$ cat src/hw/rtl/stq_pkg.sv
// types, codes and the wraparound deadline compare shared by the timeout queue
package stq_pkg;

  localparam logic [31:0] TIME_HALF = 32'h7fff_ffff;

  localparam logic [1:0] OP_START  = 2'd0;
  localparam logic [1:0] OP_CANCEL = 2'd1;
  localparam logic [1:0] OP_CHECK  = 2'd2;

  localparam logic [1:0] ST_OK      = 2'd0;
  localparam logic [1:0] ST_FULL    = 2'd1;
  localparam logic [1:0] ST_EXPIRED = 2'd2;
  localparam logic [1:0] ST_DONE    = 2'd3;

  typedef struct packed {
    logic        valid;
    logic [31:0] deadline;
    logic [15:0] handler;
    logic [31:0] argument;
  } stq_entry_t;

  localparam stq_entry_t EMPTY_ENTRY = '0;

  typedef enum logic [1:0] {
    CELL_HOLD,
    CELL_INSERT,
    CELL_REMOVE,
    CELL_POP
  } cell_cmd_t;

  typedef struct packed {
    cell_cmd_t   cmd;
    logic [31:0] deadline;
    logic [15:0] handler;
    logic [31:0] argument;
  } stq_ctrl_t;

  function automatic logic is_earlier(input logic [31:0] a, input logic [31:0] b);
    logic [31:0] diff;
    diff = a - b;
    return diff > TIME_HALF;
  endfunction

endpackage

$ cat src/hw/rtl/stq_cell.sv
// one slot of the sorted chain: holds an entry, shifts toward either neighbor
module stq_cell (
  input  logic               clk,
  input  logic               rst,
  input  stq_pkg::stq_ctrl_t  ctrl,
  input  stq_pkg::stq_entry_t left,
  input  stq_pkg::stq_entry_t right,
  input  logic               found_in,
  output logic               found_out,
  output stq_pkg::stq_entry_t entry
);
  import stq_pkg::*;

  logic        valid;
  logic [31:0] deadline;
  logic [15:0] handler;
  logic [31:0] argument;
  logic        hit;
  stq_entry_t  entry_next;

  assign entry = '{valid: valid, deadline: deadline, handler: handler, argument: argument};

  // first hit along the chain marks the insert or removal point
  always_comb begin
    case (ctrl.cmd)
      CELL_INSERT: hit = !valid || is_earlier(ctrl.deadline, deadline);
      CELL_REMOVE: hit = valid && handler == ctrl.handler && argument == ctrl.argument;
      default:     hit = 1'b0;
    endcase
  end

  assign found_out = found_in | hit;

  always_comb begin
    entry_next = entry;
    case (ctrl.cmd)
      CELL_INSERT: begin
        if (found_in) begin
          entry_next = left;
        end else if (hit) begin
          entry_next = '{valid: 1'b1, deadline: ctrl.deadline, handler: ctrl.handler,
                         argument: ctrl.argument};
        end
      end
      CELL_REMOVE: begin
        if (found_out) begin
          entry_next = right;
        end
      end
      CELL_POP: entry_next = right;
      default: entry_next = entry;
    endcase
  end

  always_ff @(posedge clk) begin
    if (rst) begin
      valid <= 1'b0;
    end else begin
      valid <= entry_next.valid;
    end
    deadline <= entry_next.deadline;
    handler  <= entry_next.handler;
    argument <= entry_next.argument;
  end

endmodule

$ cat src/hw/rtl/sorted_timeout_queue.sv
// top level of the sorted timeout queue: command sequencer over a chain of slot cells
//
//   channel   direction  handshake                     payload
//   command   in         start & !busy = transfer      operation now delay_ms handler_id argument
//   result    out        result_valid, one cycle each  status expired_handler expired_argument last
//
// start, cancel and the unused code: the command and now + delay_ms are registered at
// the transfer edge; any chain shift happens on the edge that registers the answer, and
// busy falls with that answer
// check: due head entries are popped in turn, each one with a callback giving an expired
// result, then the done result; the head cell is compared against now once per cycle
// reset clears the slot valid bits and the sequencer directly, no clearing pass
// the receiver cannot stall: each result is shown for one cycle and busy falls with the
// last one, so a new command may transfer while that last result is on the ports
module sorted_timeout_queue #(
  parameter int ENTRIES = 16
) (
  input  logic        clk,
  input  logic        rst,
  input  logic        start,
  output logic        busy,
  input  logic [1:0]  operation,
  input  logic [31:0] now,
  input  logic [31:0] delay_ms,
  input  logic [15:0] handler_id,
  input  logic [31:0] argument,
  output logic        result_valid,
  output logic [1:0]  status,
  output logic [15:0] expired_handler,
  output logic [31:0] expired_argument,
  output logic        last
);
  import stq_pkg::*;

  typedef enum logic [2:0] {
    S_IDLE,
    S_START,
    S_CANCEL,
    S_CHECK,
    S_OTHER
  } state_t;

  state_t state;

  // command fields held for the whole operation
  logic [31:0] key_deadline;
  logic [31:0] key_now;
  logic [15:0] key_handler;
  logic [31:0] key_argument;

  stq_ctrl_t  ctrl;
  stq_entry_t chain [ENTRIES];
  logic [ENTRIES:0]   found;
  logic [ENTRIES-1:0] valid_vec;
  logic full;
  logic head_due;

  assign busy = state != S_IDLE;
  assign found[0] = 1'b0;

  // table is full when the tail slot is occupied, valid slots form a prefix
  assign full = chain[ENTRIES-1].valid;
  // the head holds the earliest deadline; due once now is not earlier than it
  assign head_due = chain[0].valid && !is_earlier(key_now, chain[0].deadline);

  always_comb begin
    ctrl.cmd      = CELL_HOLD;
    ctrl.deadline = key_deadline;
    ctrl.handler  = key_handler;
    ctrl.argument = key_argument;
    unique case (state)
      S_START:  ctrl.cmd = full ? CELL_HOLD : CELL_INSERT;
      S_CANCEL: ctrl.cmd = CELL_REMOVE;
      S_CHECK:  ctrl.cmd = head_due ? CELL_POP : CELL_HOLD;
      default:  ctrl.cmd = CELL_HOLD;
    endcase
  end

  // the slot chain: data moves right on insert, left on removal
  for (genvar i = 0; i < ENTRIES; i++) begin : g_cell
    stq_entry_t left_entry;
    stq_entry_t right_entry;

    if (i == 0) begin : g_head
      assign left_entry = EMPTY_ENTRY;
    end else begin : g_mid_left
      assign left_entry = chain[i-1];
    end

    if (i == ENTRIES - 1) begin : g_tail
      assign right_entry = EMPTY_ENTRY;
    end else begin : g_mid_right
      assign right_entry = chain[i+1];
    end

    stq_cell u_cell (
      .clk       (clk),
      .rst       (rst),
      .ctrl      (ctrl),
      .left      (left_entry),
      .right     (right_entry),
      .found_in  (found[i]),
      .found_out (found[i+1]),
      .entry     (chain[i])
    );

    assign valid_vec[i] = chain[i].valid;
  end

  // sequencer and registered result ports
  always_ff @(posedge clk) begin
    if (rst) begin
      state        <= S_IDLE;
      result_valid <= 1'b0;
    end else begin
      result_valid     <= 1'b0;
      status           <= ST_OK;
      expired_handler  <= '0;
      expired_argument <= '0;
      last             <= 1'b1;
      unique case (state)
        S_IDLE: begin
          if (start) begin
            key_deadline <= now + delay_ms;
            key_now      <= now;
            key_handler  <= handler_id;
            key_argument <= argument;
            unique case (operation)
              OP_START:  state <= S_START;
              OP_CANCEL: state <= S_CANCEL;
              OP_CHECK:  state <= S_CHECK;
              default:   state <= S_OTHER;
            endcase
          end
        end
        S_START: begin
          result_valid <= 1'b1;
          status       <= full ? ST_FULL : ST_OK;
          state        <= S_IDLE;
        end
        S_CANCEL, S_OTHER: begin
          result_valid <= 1'b1;
          state        <= S_IDLE;
        end
        S_CHECK: begin
          if (head_due) begin
            // entries without a callback leave silently
            result_valid     <= chain[0].handler != '0;
            status           <= ST_EXPIRED;
            expired_handler  <= chain[0].handler;
            expired_argument <= chain[0].argument;
            last             <= 1'b0;
          end else begin
            result_valid <= 1'b1;
            status       <= ST_DONE;
            state        <= S_IDLE;
          end
        end
        default: state <= S_IDLE;
      endcase
    end
  end

  // the final result of a command always coincides with the sequencer back at idle
  a_last_idle: assert property (@(posedge clk) disable iff (rst)
    result_valid && last |-> !busy)
    else $error("final result while sequencer busy");

  // an expired result names a real callback and is never the final one
  a_expired_form: assert property (@(posedge clk) disable iff (rst)
    result_valid && status == ST_EXPIRED |-> !last && expired_handler != '0)
    else $error("malformed expired result");

  // occupied slots always form a prefix of the chain
  a_prefix: assert property (@(posedge clk) disable iff (rst)
    $onehot({1'b0, valid_vec} + (ENTRIES + 1)'(1)))
    else $error("slot chain has a gap");

  // a full answer leaves every slot occupied
  a_full_answer: assert property (@(posedge clk) disable iff (rst)
    result_valid && status == ST_FULL |-> &valid_vec)
    else $error("table full reported with a free slot");

endmodule

$ cat config.mk
export PLATFORM = sky130hd
export DESIGN_NAME = sorted_timeout_queue
export DESIGN_NICKNAME = d
export VERILOG_FILES = /design/src/hw/rtl/stq_pkg.sv /design/src/hw/rtl/stq_cell.sv /design/src/hw/rtl/sorted_timeout_queue.sv
export SDC_FILE = /design/constraint.sdc
export NUM_CORES = 2
export LEC_CHECK = 0
export ABC_AREA = 1
export BUFFER_PORTS_ARGS = -buffer_cell sky130_fd_sc_hd__buf_2
export CAP_MARGIN = 20
export CORE_MARGIN = 5
export CORE_UTILIZATION = 50
export CTS_CLUSTER_DIAMETER = 60
export CTS_CLUSTER_SIZE = 25
export DETAILED_ROUTE_END_ITERATION = 12
export PLACE_DENSITY = 0.66
export SETUP_SLACK_MARGIN = 0.2
export SLEW_MARGIN = 10
export SYNTH_ARGS = -nofsm -noshare
export SYNTH_HDL_FRONTEND = slang
export SYNTH_HIERARCHICAL = 1
export SYNTH_SLANG_ARGS = --single-unit
$ cat constraint.sdc
create_clock -name clk -period 23.7 [get_ports clk]
set_input_delay 2.37 -clock clk [delete_from_list [all_inputs] [get_ports clk]]
set_output_delay 2.37 -clock clk [all_outputs]
set_load 0.005 [all_outputs]
# Word-level counts from Yosys, hierarchy flattened
# Index checks and enable logic that the tools add are counted.
word_totals:
  register_bits: 1463
  latch_bits: 0
  ram_bits: 0
  mem_bits_ro: 0
  inputBits: 117
  out_inout_bits: 53
  wordCells: 383
  memories: 0
op_classes:
  n_addsub: 18
  mul: 0
  n_div: 0
  magnitude_cmp: 17
  n_eq_ne: 75
  shift: 0
  mux: 92
  bitwise: 16
  reduce_logical: 91
ops:
  columns: ["op", "count"]
  rows:
  - ["$pmux W81 S3", 16]
  - ["$mux W81", 47]
  - ["$gt A32 B31 Y1 const B", 17]
  - ["$sub A32 B32 Y32", 17]
  - ["$eq A32 B32 Y1", 16]
  - ["$eq A16 B16 Y1", 16]
  - ["$reduce_and A3 Y1", 17]
  - ["$ne A3 B1 Y1 const B", 15]
  - ["$ne A2 B1 Y1 const B", 17]
  - ["$pmux W1 S2", 17]
  - ["$logic_and A1 B1 Y1", 33]
  - ["$add A32 B32 Y32", 1]
  - ["$logic_not A1 Y1", 17]
  - ["$logic_or A1 B1 Y1", 16]
  - ["$reduce_bool A16 Y1", 1]
  - ["$or A1 B1 Y1", 15]
  - ["$pmux W3 S3", 1]
  - ["$eq A2 B2 Y1 const B", 3]
  - ["$eq A3 B2 Y1 const B", 2]
  - ["$mux W3", 2]
  - ["$pmux W2 S3", 1]
  - ["$pmux W3 S2", 1]
  - ["$reduce_bool A3 Y1", 2]
  - ["$mux W1", 5]
  - ["other kinds (11)", 14]

# Longest topological paths before layout
depth:
  depth_word: 25
  ltp_mapped: 99
  mapped_depth_nobuf: 55

# Cells and area by module
# The synthesis kept the hierarchy.
modules_own_cells:
  columns: ["mod", "instances", "cells_per_inst", "area_per_inst_um2", "seq_area_each_um2"]
  rows:
  - ["stq_cell at g_cell[0].u_cell ...", 13, 755, 5740.5, 2422.3]
  - ["sorted_timeout_queue", 1, 772, 8384.3, 4974.8]
  - ["stq_cell at g_cell[9].u_cell", 1, 761, 5756.8, 2422.3]
  - ["stq_cell at g_cell[3].u_cell", 1, 761, 5754.3, 2422.3]
  - ["stq_cell at g_cell[10].u_cell", 1, 739, 5699.2, 2422.3]

# Least setup slack after synthesis
# Ideal clock, no wire load.
synth_timing:
  path_type: "register to register"
  from: "reg g_cell[0].u_cell.deadline[22]"
  to: "reg g_cell[15].u_cell.argument[0], enable pin"
  setup_ps: 434
  arrival_ps: 16072
  required_ps: 23266
  path_slack_ps: 7195
  path_stages_with_launch: 92
  n_path_buf: 44
  synth_period_minus_slack_ps: 16505
  path_cell_list: "edfxtp_1 -> inv_1 -> ha_1 -> a21o_1 -> nor2_1 -> nand2_1 -> a21oi_2 -> nand2_1 -> nand2_2 -> nand3_1 -> a21oi_1 -> ha_1 -> nand3_1 -> nand2_1 -> nand2_2 -> nand2_1 -> clkbuf_1 -> inv_1 -> [56 not listed] -> clkbuf_1 -> nand2_1 -> clkbuf_1 -> inv_1 -> buf_6 -> clkbuf_1 -> nand2_1 -> clkbuf_1 -> inv_1 -> buf_6 -> clkbuf_1 -> nand2_1 -> clkbuf_1 -> inv_1 -> buf_6 -> nand3_2 -> nand2_1 -> inv_1"
synth_rtl:
  columns: ["item", "line_no", "rtl"]
  rows:
  - ["start, declared", "stq_cell.sv:15", "logic [31:0] deadline;"]
  - ["start signal, assigned", "stq_cell.sv:61", "deadline <= entry_next.deadline;"]
  - ["end signal, assigned", "stq_cell.sv:63", "argument <= entry_next.argument;"]
  - ["end, declared", "stq_cell.sv:17", "logic [31:0] argument;"]

==> results by group <==
Drt
  – Routed WL: 264.0 mm
  – DR vias: 84940
  – DR iter-0 viols: 7970
  – Antenna viol nets, final: 0
  – DRC viols: 0
  – Routed wire per std cell: 16.83 um
  – Via density: 5.416
  – Pre-antenna DRT Iters: 6

Global routing
  – GRT Residual Overflow: 0
  – First-pass GRT wire length: 426.0 mm
  – Number of global-route vias before repair: 78430
  – Met3 usage: 2.580%
  – GR peak layer: met1
  – Global Route met1 Usage: 37.58%
  – Met2 GRT Util: 36.35%
  – Pin count of the biggest net entering global routing: 98
  – Global Route Usage Sum: 24.25%
  – Antenna violations before repair: 1

Finish
  – Nets: 13650
  – Area growth, synth to finish: 8.596%
  – Register area: 43730 um^2
  – Fin cells: 15680
  – Multi-input logic area: 49160 um^2
  – FILL cells: 18350
  – Layout cells sized above 1: 6.778%

Timing
  – Worst Skew: 0.05287 ns
  – Worst Max-Slew Pin Slew: 1.094 ns
  – Number of max-slew violations in the final report: 0
  – Max-slew headroom: 27.06%
  – Final hold vios: 0
  – Achievable frequency: 0.05252 GHz
  – Final setup fails: 0
  – Final Cycle Share: 80.34%
  – RSZ-0062 raised after global routing: false
  – Min Clock Period, post-route: 19.04 ns
  – Setup_tns: 0 ns

Floorplanning
  – Width of the die: 457.7 um
  – Die ar.: 209500 um^2
  – Rows: 164
  – Initial Utilization: 50.19%
  – Core area: 199700 um^2
  – Io pins: 170
  – Die Span Y: 457.7 um

Setup path
  – R2R cell count: 71
  – FF-to-FF End: g_cell[14].u_cell/argument[26]
  – CP max stage cell: buf_4
  – Worst path max stage delay: 0.77 ns
  – CP Data Required Time: 24.15 ns
  – Crit path top cell by count: buf_4
  – Crit path DAT: 19.50 ns
  – CP max FO: 83
  – CP Capture Type: flop
  – Worst Setup Start Kind: flop
  – Reg2reg start: g_cell[0].u_cell/deadline[6]
  – R2r setup slk: 4.66 ns
  – Worst Path Class, Setup: flop to flop

Clocking
  – Clock Pin Slew Worst Setup and Hold Paths: 0.07 ns
  – H-tree Lvls: 4
  – Clk Latency, worst-skew pair: 0.82 ns
  – CTS root buf: clkbuf_16
  – TritonCTS clock tree: built
  – CTS max path bufs: 3
  – CTS resizes: 0
  – Post-CTS Repair Setup Buffers: 0
  – Clock Sinks: 1463
  – CTS Buf Count: 141
  – Hold_buf cts: 0

Hold path
  – Hold Crit Start: g_cell[12].u_cell/valid
  – Worst Hold End: g_cell[12].u_cell/valid
  – Hold depth: 2
  – Hold crit path type: flop to flop

Place
  – Dpl hpwl: 194.9 mm
  – Placed Cells: 15420
  – GPL Wtd Cong: 0.8519
  – Port buffer count: 169

Synthesis
  – Synth Instances: 12850
  – YS warnings: 6
  – Post-synth design cell area: 100200 um^2
  – Synthesized area per cell: 7.801 um^2

Power and ir drop
  – Peak VDD IR: 0.07110 mV
  – Lkg Pwr: 48.42 nW
  – Pwr dens: 66.72 nW/um^2

Run status
  – Status: completed

Job
  – Max-cap violations: 0
-- worst max-delay path: cells and delay by family (launching register included) --
kind	cells	cell delay, ns
AO/OA/AOI/OAI	2	0.37
adder cells (fa/ha/maj)	2	0.53
buffers and inverters	40	14.05
flip-flops	1	0.40
AND/OR/NAND/NOR	27	3.03
-- worst max-delay path by stage --
stage / from / end / slack, ns / cells after the start
6_report: g_cell[0].u_cell/deadline[6] / g_cell[14].u_cell/argument[26] / 4.66 / 71
5_1_grt: g_cell[0].u_cell/deadline[6] / g_cell[14].u_cell/argument[10] / 2.71 / 71
3_3_place_gp: g_cell[0].u_cell/deadline[6] / g_cell[14].u_cell/argument[21] / 4.93 / 71
4_1_cts: g_cell[0].u_cell/deadline[6] / g_cell[14].u_cell/argument[26] / 4.44 / 71
3_5_place_dp: g_cell[0].u_cell/deadline[6] / g_cell[14].u_cell/argument[22] / 4.48 / 71
2_1_floorplan: g_cell[0].u_cell/deadline[22] / g_cell[15].u_cell/argument[0] / 7.19 / 91
-- flip-flops by register name, indices dropped and copies added, names as in the netlist --
register	flops
expired_argument	32
result_valid	1
key_argument	32
g_cell.u_cell/valid	16
status	2
last	1
key_deadline	32
g_cell.u_cell/deadline	512
expired_handler	16
key_now	32
state	3
key_handler	16
g_cell.u_cell/handler	256
g_cell.u_cell/argument	512
-- stage by stage --
stage	hold slack (ns)	cell area (um^2)	utilization, %	setup slack (ns)	power, W
3_3_place_gp	0.5547	103900	52.04	4.932	0.004788
2_1_floorplan	0.4971	100800	-	7.195	0.004458
4_1_cts	0.5687	108800	54.51	4.436	0.007300
6_report	0.5628	108800	54.51	4.659	0.007261
3_5_place_dp	0.5632	103900	52.04	4.484	0.004860
5_1_grt	0.6011	108800	54.51	2.711	0.007636
-- power by group --
part / internal [W] / total (W) / leakage, nW / switching, W
registers: 0.00317 / 0.00337 / 13.5 / 0.000196
clock network: 0.00131 / 0.00244 / 2.40 / 0.00113
logic: 0.000508 / 0.00145 / 32.5 / 0.000944
-- layout by cell type (no fill, tap or decap), types with 4 or more instances in the layout --
master and count:
edfxtp_1 1443, or2_2 80, or2_1 32, buf_2 169, dfxtp_1 20, nor2_1 2020, bufinv_16 9, xnor2_1 280
clkbuf_16 151, inv_8 18, and2_4 16, nor3_1 102, o21bai_1 5, a31oi_1 1283, nand3_1 110, or2_0 31
nor2_4 17, clkinv_1 17, inv_12 5, ha_1 625, clkinv_4 9, a21oi_1 213, nor2_2 46, clkbuf_1 11
inv_1 1437, clkinv_2 19, nand4_1 186, inv_2 31, nand2_1 3856, clkinvlp_4 8, inv_6 32, xor2_1 210
nand3_2 35, o21ai_0 49, a21oi_2 5, o211ai_1 4, conb_1 163, buf_4 167, nand2_2 50, a21o_1 37
-- final cells by class --
class / count / share of cell area [%]
antenna: 1 / 0.002299
clock inverter: 101 / 1.009
timing repair buffer: 336 / 1.929
multi-input combinational: 9478 / 45.17
inverter: 1487 / 5.139
tap: 2656 / 3.054
clock buffer: 162 / 3.510
sequential: 1463 / 40.18
-- per-layer routing --
| metal | vias to the layer above | routed length [um] |
|---|---|---|
| li1 | 42300 | - |
| met2 | 3043 | 111800 |
| met4 | 0 | 5299 |
| met3 | 323 | 18400 |
| met1 | 39280 | 128500 |
| met5 | - | 0 |
Note: power is estimated with default switching activity, not from simulation.
